--- src/rtl/fxa_pkg.sv ---
// Shared types, constants and arithmetic helpers of the filtered-x NLMS noise canceller.
package fxa_pkg;

  localparam int unsigned MAX_TAPS_DEF = 256;
  localparam int unsigned NUM_CH_DEF   = 2;

  localparam int unsigned CFG_IDX_W  = 3;
  localparam int unsigned CFG_DATA_W = 31;
  localparam int unsigned SAMPLE_W   = 16;

  localparam int unsigned REM_STEPS = 10;
  localparam int unsigned DIV_STEPS = 64;
  localparam int unsigned WIDE_W    = 96;

  localparam logic [8:0]  TAPS_RST  = 9'd128;
  localparam logic [15:0] STEP_RST  = 16'd819;
  localparam logic [15:0] LEAK_RST  = 16'd32768;
  localparam logic [30:0] EPS_RST   = 31'd1074;
  localparam logic [15:0] GAIN_RST  = 16'd4096;
  localparam logic [9:0]  DELAY_RST = 10'd3;

  typedef enum logic [2:0] {
    REG_TAPS  = 3'd0,
    REG_STEP  = 3'd1,
    REG_LEAK  = 3'd2,
    REG_EPS   = 3'd3,
    REG_GAIN  = 3'd4,
    REG_DELAY = 3'd5
  } cfg_reg_e;

  typedef enum logic [3:0] {
    ST_CLEAR, ST_IDLE, ST_REM, ST_SETUP, ST_PASS1, ST_DRAIN1, ST_YQ,
    ST_GY, ST_ERR, ST_ME, ST_DIV, ST_PASS2, ST_DRAIN2, ST_OUT
  } ctrl_state_e;

  typedef enum logic [3:0] {
    OP_NONE, OP_CLEAR, OP_LOAD, OP_REM, OP_SETUP, OP_PASS1, OP_YQ,
    OP_GY, OP_ERR, OP_ME, OP_DIV, OP_PASS2, OP_OUT
  } dp_op_e;

  typedef struct packed {
    dp_op_e op;
  } dp_cmd_t;

  typedef struct packed {
    logic last;
    logic pipe_empty;
    logic out_free;
  } dp_status_t;

  localparam logic signed [WIDE_W-1:0] S16_MAX = WIDE_W'(64'sd32767);
  localparam logic signed [WIDE_W-1:0] S16_MIN = -S16_MAX - WIDE_W'(1);
  localparam logic signed [WIDE_W-1:0] S32_MAX = WIDE_W'(64'sd2147483647);
  localparam logic signed [WIDE_W-1:0] S32_MIN = -S32_MAX - WIDE_W'(1);

  // Right shift that rounds the magnitude half away from zero.
  function automatic logic signed [WIDE_W-1:0] rnd(input logic signed [WIDE_W-1:0] v,
                                                   input int unsigned s);
    logic [WIDE_W-1:0] m;
    logic              neg;
    neg = v[WIDE_W-1];
    m = neg ? WIDE_W'(-v) : WIDE_W'(v);
    m = (m + (WIDE_W'(1) << (s - 1))) >> s;
    return neg ? -$signed(m) : $signed(m);
  endfunction

  function automatic logic signed [15:0] sat16(input logic signed [WIDE_W-1:0] v);
    logic signed [15:0] r;
    if (v > S16_MAX) r = 16'sh7FFF;
    else if (v < S16_MIN) r = 16'sh8000;
    else r = 16'(v);
    return r;
  endfunction

  function automatic logic signed [31:0] sat32(input logic signed [WIDE_W-1:0] v);
    logic signed [31:0] r;
    if (v > S32_MAX) r = 32'sh7FFF_FFFF;
    else if (v < S32_MIN) r = 32'sh8000_0000;
    else r = 32'(v);
    return r;
  endfunction

endpackage

--- src/rtl/fxa_ctrl.sv ---
// Sequencer that steps the datapath through clearing, both tap passes and the division.
module fxa_ctrl (
  input  logic                  clk_i,
  input  logic                  rst_ni,
  input  logic                  in_valid_i,
  output logic                  in_ready_o,
  input  fxa_pkg::dp_status_t   status_i,
  output fxa_pkg::dp_cmd_t      cmd_o
);

  fxa_pkg::ctrl_state_e state_q, state_d;

  always_ff @(posedge clk_i or negedge rst_ni) begin
    if (!rst_ni) begin
      state_q <= fxa_pkg::ST_CLEAR;
    end else begin
      state_q <= state_d;
    end
  end

  always_comb begin
    state_d = state_q;
    unique case (state_q)
      fxa_pkg::ST_CLEAR:  if (status_i.last) state_d = fxa_pkg::ST_IDLE;
      fxa_pkg::ST_IDLE:   if (in_valid_i) state_d = fxa_pkg::ST_REM;
      fxa_pkg::ST_REM:    if (status_i.last) state_d = fxa_pkg::ST_SETUP;
      fxa_pkg::ST_SETUP:  state_d = fxa_pkg::ST_PASS1;
      fxa_pkg::ST_PASS1:  if (status_i.last) state_d = fxa_pkg::ST_DRAIN1;
      fxa_pkg::ST_DRAIN1: if (status_i.pipe_empty) state_d = fxa_pkg::ST_YQ;
      fxa_pkg::ST_YQ:     state_d = fxa_pkg::ST_GY;
      fxa_pkg::ST_GY:     state_d = fxa_pkg::ST_ERR;
      fxa_pkg::ST_ERR:    state_d = fxa_pkg::ST_ME;
      fxa_pkg::ST_ME:     state_d = fxa_pkg::ST_DIV;
      fxa_pkg::ST_DIV:    if (status_i.last) state_d = fxa_pkg::ST_PASS2;
      fxa_pkg::ST_PASS2:  if (status_i.last) state_d = fxa_pkg::ST_DRAIN2;
      fxa_pkg::ST_DRAIN2: if (status_i.pipe_empty) state_d = fxa_pkg::ST_OUT;
      fxa_pkg::ST_OUT:    if (status_i.out_free) state_d = fxa_pkg::ST_IDLE;
      default:            state_d = fxa_pkg::ST_IDLE;
    endcase
  end

  always_comb begin
    in_ready_o = 1'b0;
    cmd_o.op   = fxa_pkg::OP_NONE;
    unique case (state_q)
      fxa_pkg::ST_CLEAR: cmd_o.op = fxa_pkg::OP_CLEAR;
      fxa_pkg::ST_IDLE: begin
        in_ready_o = 1'b1;
        if (in_valid_i) cmd_o.op = fxa_pkg::OP_LOAD;
      end
      fxa_pkg::ST_REM:    cmd_o.op = fxa_pkg::OP_REM;
      fxa_pkg::ST_SETUP:  cmd_o.op = fxa_pkg::OP_SETUP;
      fxa_pkg::ST_PASS1:  cmd_o.op = fxa_pkg::OP_PASS1;
      fxa_pkg::ST_YQ:     cmd_o.op = fxa_pkg::OP_YQ;
      fxa_pkg::ST_GY:     cmd_o.op = fxa_pkg::OP_GY;
      fxa_pkg::ST_ERR:    cmd_o.op = fxa_pkg::OP_ERR;
      fxa_pkg::ST_ME:     cmd_o.op = fxa_pkg::OP_ME;
      fxa_pkg::ST_DIV:    cmd_o.op = fxa_pkg::OP_DIV;
      fxa_pkg::ST_PASS2:  cmd_o.op = fxa_pkg::OP_PASS2;
      fxa_pkg::ST_OUT:    if (status_i.out_free) cmd_o.op = fxa_pkg::OP_OUT;
      default:            cmd_o.op = fxa_pkg::OP_NONE;
    endcase
  end

endmodule

--- config.mk ---
export PLATFORM = sky130hd
export DESIGN_NAME = fxa_ctrl
export DESIGN_NICKNAME = d
export VERILOG_FILES = /design/src/rtl/fxa_pkg.sv /design/src/rtl/fxa_ctrl.sv
export SDC_FILE = /design/constraint.sdc
export NUM_CORES = 1
export LEC_CHECK = 0
export BUFFER_PORTS_ARGS = -buffer_cell sky130_fd_sc_hd__buf_2
export CELL_PAD_IN_SITES_DETAIL_PLACEMENT = 0
export CELL_PAD_IN_SITES_GLOBAL_PLACEMENT = 2
export CORE_UTILIZATION = 29
export DETAILED_ROUTE_END_ITERATION = 8
export GPL_TIMING_DRIVEN = 0
export PLACE_DENSITY = 0.87
export SYNTH_ARGS = -nofsm -noshare
export SYNTH_HDL_FRONTEND = slang
export SYNTH_SLANG_ARGS = --single-unit
--- constraint.sdc ---
create_clock -name clk_i -period 3.9 [get_ports clk_i]
set_clock_uncertainty 0.2 [all_clocks]
set_input_delay 0.78 -clock clk_i [delete_from_list [all_inputs] [get_ports clk_i]]
set_output_delay 0.78 -clock clk_i [all_outputs]
set_load 0.05 [all_outputs]
==> results.toml, run 1 <==
[outcome]
status = "complete, no violations"

[timing]
rsz0062_at_grt = "no"
fmax_mhz = 374
hold_viol = 0
period_needed_ns = 2.68
slew_headroom = 0.728
hold_ws_ns = 0.141
worst_slew_pin_slew_ns = 0.408
maxSlewViolCount = 0
setup_viol = 0
finalSetupTns_ns = 0
fin_crit_sh = 0.686
finalWorstSetupSlack_ns = 1.22

[yosys]
synth_top_family_by_area = "compound AO/OA/AOI/OAI gates"
syn_area_sq_um = 420
synth_mux_area_frac = 0.0625
synth_fp_nets = 59
synth-xor-area-share = 0
synthTopCellsByArea = "dfrtp_1, a21oi_1, nor2b_1, a2111oi_2, mux2_4"
syn_inst = 53
async_flop_share = 1.00
synth_seq_area_share = 0.238
synth_edf_count = 0
synth_fa_ha_area_frac = 0
synth-simple-area-share = 0.250
synth_compound_area_frac = 0.357
synth_top_area_cell = "dfrtp_1"
synth_area_per_cell_sq_um = 7.93
synth_warnings = 0
yosys_most_used_dff = "dfrtp_1"
yosysTopAreaCellShare = 0.238
synth.distinct_cells = 32
synth_seq_cells = 4

[flow_run]
cap_violations = 0

[cts]
clk_path_buf_depth = 2
cts_tree = "yes"
htree_num_levels = 1
cts_setup_buffers = 0
ctsHoldBuffers = 0
root_buffer = "clkbuf_4"
postCtsResizedCells = 0
clock-sinks = 4
clock_latency_ns = 0.23
path_clk_slew_ns = 0.04
cts_buffers = 3

[worst_setup_path]
worstSetupPathType = "reg -> out"
arrival_ns = 1.70
cp_max_fo = 7
end_kind = "output port"
worstPathRequired_ns = 2.92
startpoint_type = "flop"

[grt]
grt_max_degree = 11
antenna_found_initial = 0
grt_pass1_vias = 343
grt-ovfl-total = 0
grt_pass1_wl_mm = 1.50
grt_usage = 0.145

[finish]
largest_reg_flops = 4
area_growth_pct = 21.7
drive_above_1_share = 0.348
nNetsFinal = 74
antenna_cells = 0
top_register = "state_q"
layout_commonest_cell = "buf_2"
final_cell_mix = "buf_2, a21oi_1, nand2_1, dfrtp_1"
reg_top3 = "state_q (4)"
fillCellCount = 144

[routing]
dr.pass1.iters = 4
routedWlPerCell_um = 12.0
vias = 425
drc = 0
drtIter0Drc = 16
vias_per_cell = 5.25
detail-route-antenna-nets = 0
wl_um = 971

[placed_design]
io_buffers = 10
hpwl_um = 706
place_congestion = 0.800
post-place-ws_ns = 1.37

[floorplanning]
fp.dieH_um = 40.1
core_area_sq_mm = 0.00132
die_w_um = 40.1
die_area_sq_mm = 0.00161
rows = 13
io_pins = 11
initial_core_util = 0.319

[hold_path]
hold_class = "in -> async"
-- path summary, 6_finish.rpt --
check	end	slack, ns	cells past startpoint	start
max	cmd_o[1]	1.22	5	state_q[1]
max reg2reg	state_q[0]	2.30	4	state_q[0]
min reg2reg	state_q[2]	0.51	2	state_q[0]
max in group asynchronous	state_q[1]	3.24	1	rst_ni
min	state_q[2]	0.14	1	rst_ni
min in group clk_i	state_q[2]	0.51	2	state_q[0]
-- worst max-delay path, cell delays in order (launching register included) --
cell and delay [ns]:
dfrtp_1 0.46, or2b_4 0.30, nor3b_1 0.22, a21oi_1 0.06, o32ai_1 0.12, buf_2 0.30
-- area by class of cell --
class / instances / area, sq um / area share
buffer: 5 / 27.5 / 0.0538
clock buffer: 3 / 22.5 / 0.0440
inverter: 3 / 11.3 / 0.0220
multi-input combinational: 41 / 282 / 0.550
sequential: 4 / 100 / 0.196
tap: 15 / 18.8 / 0.0367
timing repair buffer: 10 / 50.0 / 0.0978
-- metrics by stage --
step / util / cell area (sq um) / instances
6_report: 0.388 / 512 / 81
5_1_grt: 0.388 / 512 / 81
4_1_cts: 0.388 / 512 / 81
3_5_place_dp: 0.371 / 489 / 78
3_3_place_gp: 0.371 / 489 / 78
2_1_floorplan: - / 420 / 53
-- Yosys cell counts, types with 3 or more instances --
| cell type | n |
|---|---|
| a21oi_1 | 8 |
| dfrtp_1 | 4 |
| nand2_1 | 4 |
| clkbuf_1 | 3 |
| inv_1 | 3 |
| nor2_1 | 3 |
| nor2b_1 | 3 |
-- metal layers --
layer,global-route usage,up-vias,wire length (um)
met4,0.0776,0,0
met1,0.197,194,477
met2,0.198,8,449
met5,0,-,0
li1,-,223,-
met3,0.0500,0,44
-- kinds of logic after synthesis --
family / Yosys count
buffers and inverters: 8
multiplexers: 2
AO/OA/AOI/OAI: 21
AND/OR/NAND/NOR: 18
flip-flops: 4
Power of run 1 is not shown: default switching activity piles up to over one toggle a cycle in this logic, so the estimate is an artifact.
==> run 2: changes to the inputs <==
--- a/config.mk
+++ b/config.mk
@@ -8,10 +8,10 @@
 export BUFFER_PORTS_ARGS = -buffer_cell sky130_fd_sc_hd__buf_2
 export CELL_PAD_IN_SITES_DETAIL_PLACEMENT = 0
 export CELL_PAD_IN_SITES_GLOBAL_PLACEMENT = 2
-export CORE_UTILIZATION = 29
+export CORE_UTILIZATION = 24
 export DETAILED_ROUTE_END_ITERATION = 8
 export GPL_TIMING_DRIVEN = 0
-export PLACE_DENSITY = 0.87
+export PLACE_DENSITY = 0.78
 export SYNTH_ARGS = -nofsm -noshare
 export SYNTH_HDL_FRONTEND = slang
 export SYNTH_SLANG_ARGS = --single-unit
==> constraint.sdc (replaced) <==
create_clock -name clk_i -period 2.35 [get_ports clk_i]
set_clock_uncertainty 0.2 [all_clocks]
set_input_delay 0.47 -clock clk_i [delete_from_list [all_inputs] [get_ports clk_i]]
set_output_delay 0.47 -clock clk_i [all_outputs]
set_load 0.05 [all_outputs]
==> run 2 against run 1 <==
  * Clock-buffer cell count did not move
  * Cell area up 6.1%
  * Register-to-register slack worse by 1.6 ns
  * Sequential share of layout area down 0.67 points
  * Critical path depth is the same
  * Sequential cell count unchanged
  * Non-clock buffer count unchanged
  * Global-route usage decreased by 1.6 points
  * Routed wire length rose by 7.4%
  * Cell count is 1.2% higher
==> results.toml, run 2 (same netlist as run 1, synthesis figures left out) <==
[outcome]
status = "complete, no violations"

[placed_design]
place_congestion = 0.767
hpwl_um = 753
io_buffers = 10
dp_cells = 79

[timing]
finalSetupTns_ns = 0
worst_slew_pin_slew_ns = 0.400
hold_viol = 0
fin_crit_sh = 0.968
hold_ws_ns = 0.361
period_needed_ns = 2.27
fmax_mhz = 440
rsz0062_at_grt = "no"
maxSlewViolCount = 0
setup_viol = 0
slew_headroom = 0.733

[floorplanning]
initial_core_util = 0.267
rows = 14
io_pins = 11
fp.dieH_um = 43.9
die_area_sq_mm = 0.00192
die_w_um = 43.9
core_area_sq_mm = 0.00158

[routing]
drc = 0
routedWlPerCell_um = 12.7
drtIter0Drc = 7
vias_per_cell = 5.48
vias = 449
wl_mm = 1.04
dr.pass1.iters = 6
detail-route-antenna-nets = 0

[finish]
fin_cells = 82
drive_above_1_share = 0.439
nNetsFinal = 74
fillCellCount = 175
final_cell_mix = "buf_2, a21oi_1, nand2_1"
reg_top3 = "state_q (4)"
top_register = "state_q"
layout_commonest_cell = "buf_2"
largest_reg_flops = 4
antenna_cells = 0
area_growth_pct = 29.2

[worst_setup_path]
r2r_start = "state_q[3]"
r2r-end = "state_q[2]"
ff2ff_path_depth = 4
worstSetupPathType = "reg -> out"
cp-endpoint = "cmd_o[1]"
startpoint_type = "flop"
cp_max_fo = 6
crit_start = "state_q[0]"
end_kind = "output port"
arrival_ns = 1.60
r2r_slack_ns = 0.71
worstPathRequired_ns = 1.68

[cts]
clk_path_buf_depth = 2
cts_buffers = 3
path_clk_slew_ns = 0.04
clock-sinks = 4
root_buffer = "clkbuf_4"
cts_tree = "yes"
cts_setup_buffers = 0
htree_num_levels = 1
clock_latency_ns = 0.24

[grt]
grt_max_degree = 15
grt_pass1_vias = 396
grt-ovfl-total = 0
antenna_found_initial = 0
grt_pass1_wl_mm = 1.75
grt_usage = 0.129

[hold_path]
hold_class = "in -> async"

[flow_run]
cap_violations = 0
==> run 2: how the worst min path moves through the flow <==
stage            from         end  slack, ns  cells past startpoint
2_1_floorplan  rst_ni  state_q[0]      -0.03                      0
3_3_place_gp   rst_ni  state_q[0]       0.07                      1
3_5_place_dp   rst_ni  state_q[1]       0.08                      1
4_1_cts        rst_ni  state_q[0]       0.36                      2
5_1_grt        rst_ni  state_q[0]       0.39                      2
6_report       rst_ni  state_q[0]       0.36                      2
==> run 2: what timing repair did <==
action,in CTS,in global routing
endpoints found under the hold margin,4,0
gates resized for setup,1,7
hold buffers,1,0
endpoints found under the setup margin,2,4
==> run 2: critical path, cell delays in order (launching register included) <==
cell,delay (ns)
dfrtp_1,0.43
or2b_4,0.31
nor3b_1,0.22
a21oi_1,0.08
o32ai_2,0.14
buf_6,0.19
==> run 2: area by class of cell <==
class,instances,area [sq um],share of cell area
Multi-Input combinational cell,41,294,0.541
Sequential cell,4,103,0.189
Timing Repair Buffer,11,66.3,0.122
Buffer,4,26.3,0.0484
Clock buffer,3,22.5,0.0415
Tap cell,16,20.0,0.0369
Inverter,3,11.3,0.0207
==> run 2: stage by stage <==
stage / cell area (sq um) / util / setup slack, ns
2_1_floorplan: 433 / - / 0.0165
3_3_place_gp: 503 / 0.319 / 0.208
6_report: 543 / 0.344 / 0.0753
4_1_cts: 534 / 0.339 / 0.00385
5_1_grt: 543 / 0.344 / 0.0102
3_5_place_dp: 503 / 0.319 / 0.202
==> run 2: metal layers <==
metal  vias to the layer above  share of wire  global-route usage
met1                       206           0.43               0.147
met3                         2          0.073              0.0417
met5                         -              0                   0
li1                        223              -                   -
met2                        18           0.48               0.194
met4                         0          0.018               0.109
Power of run 2 is left out for the same reason.
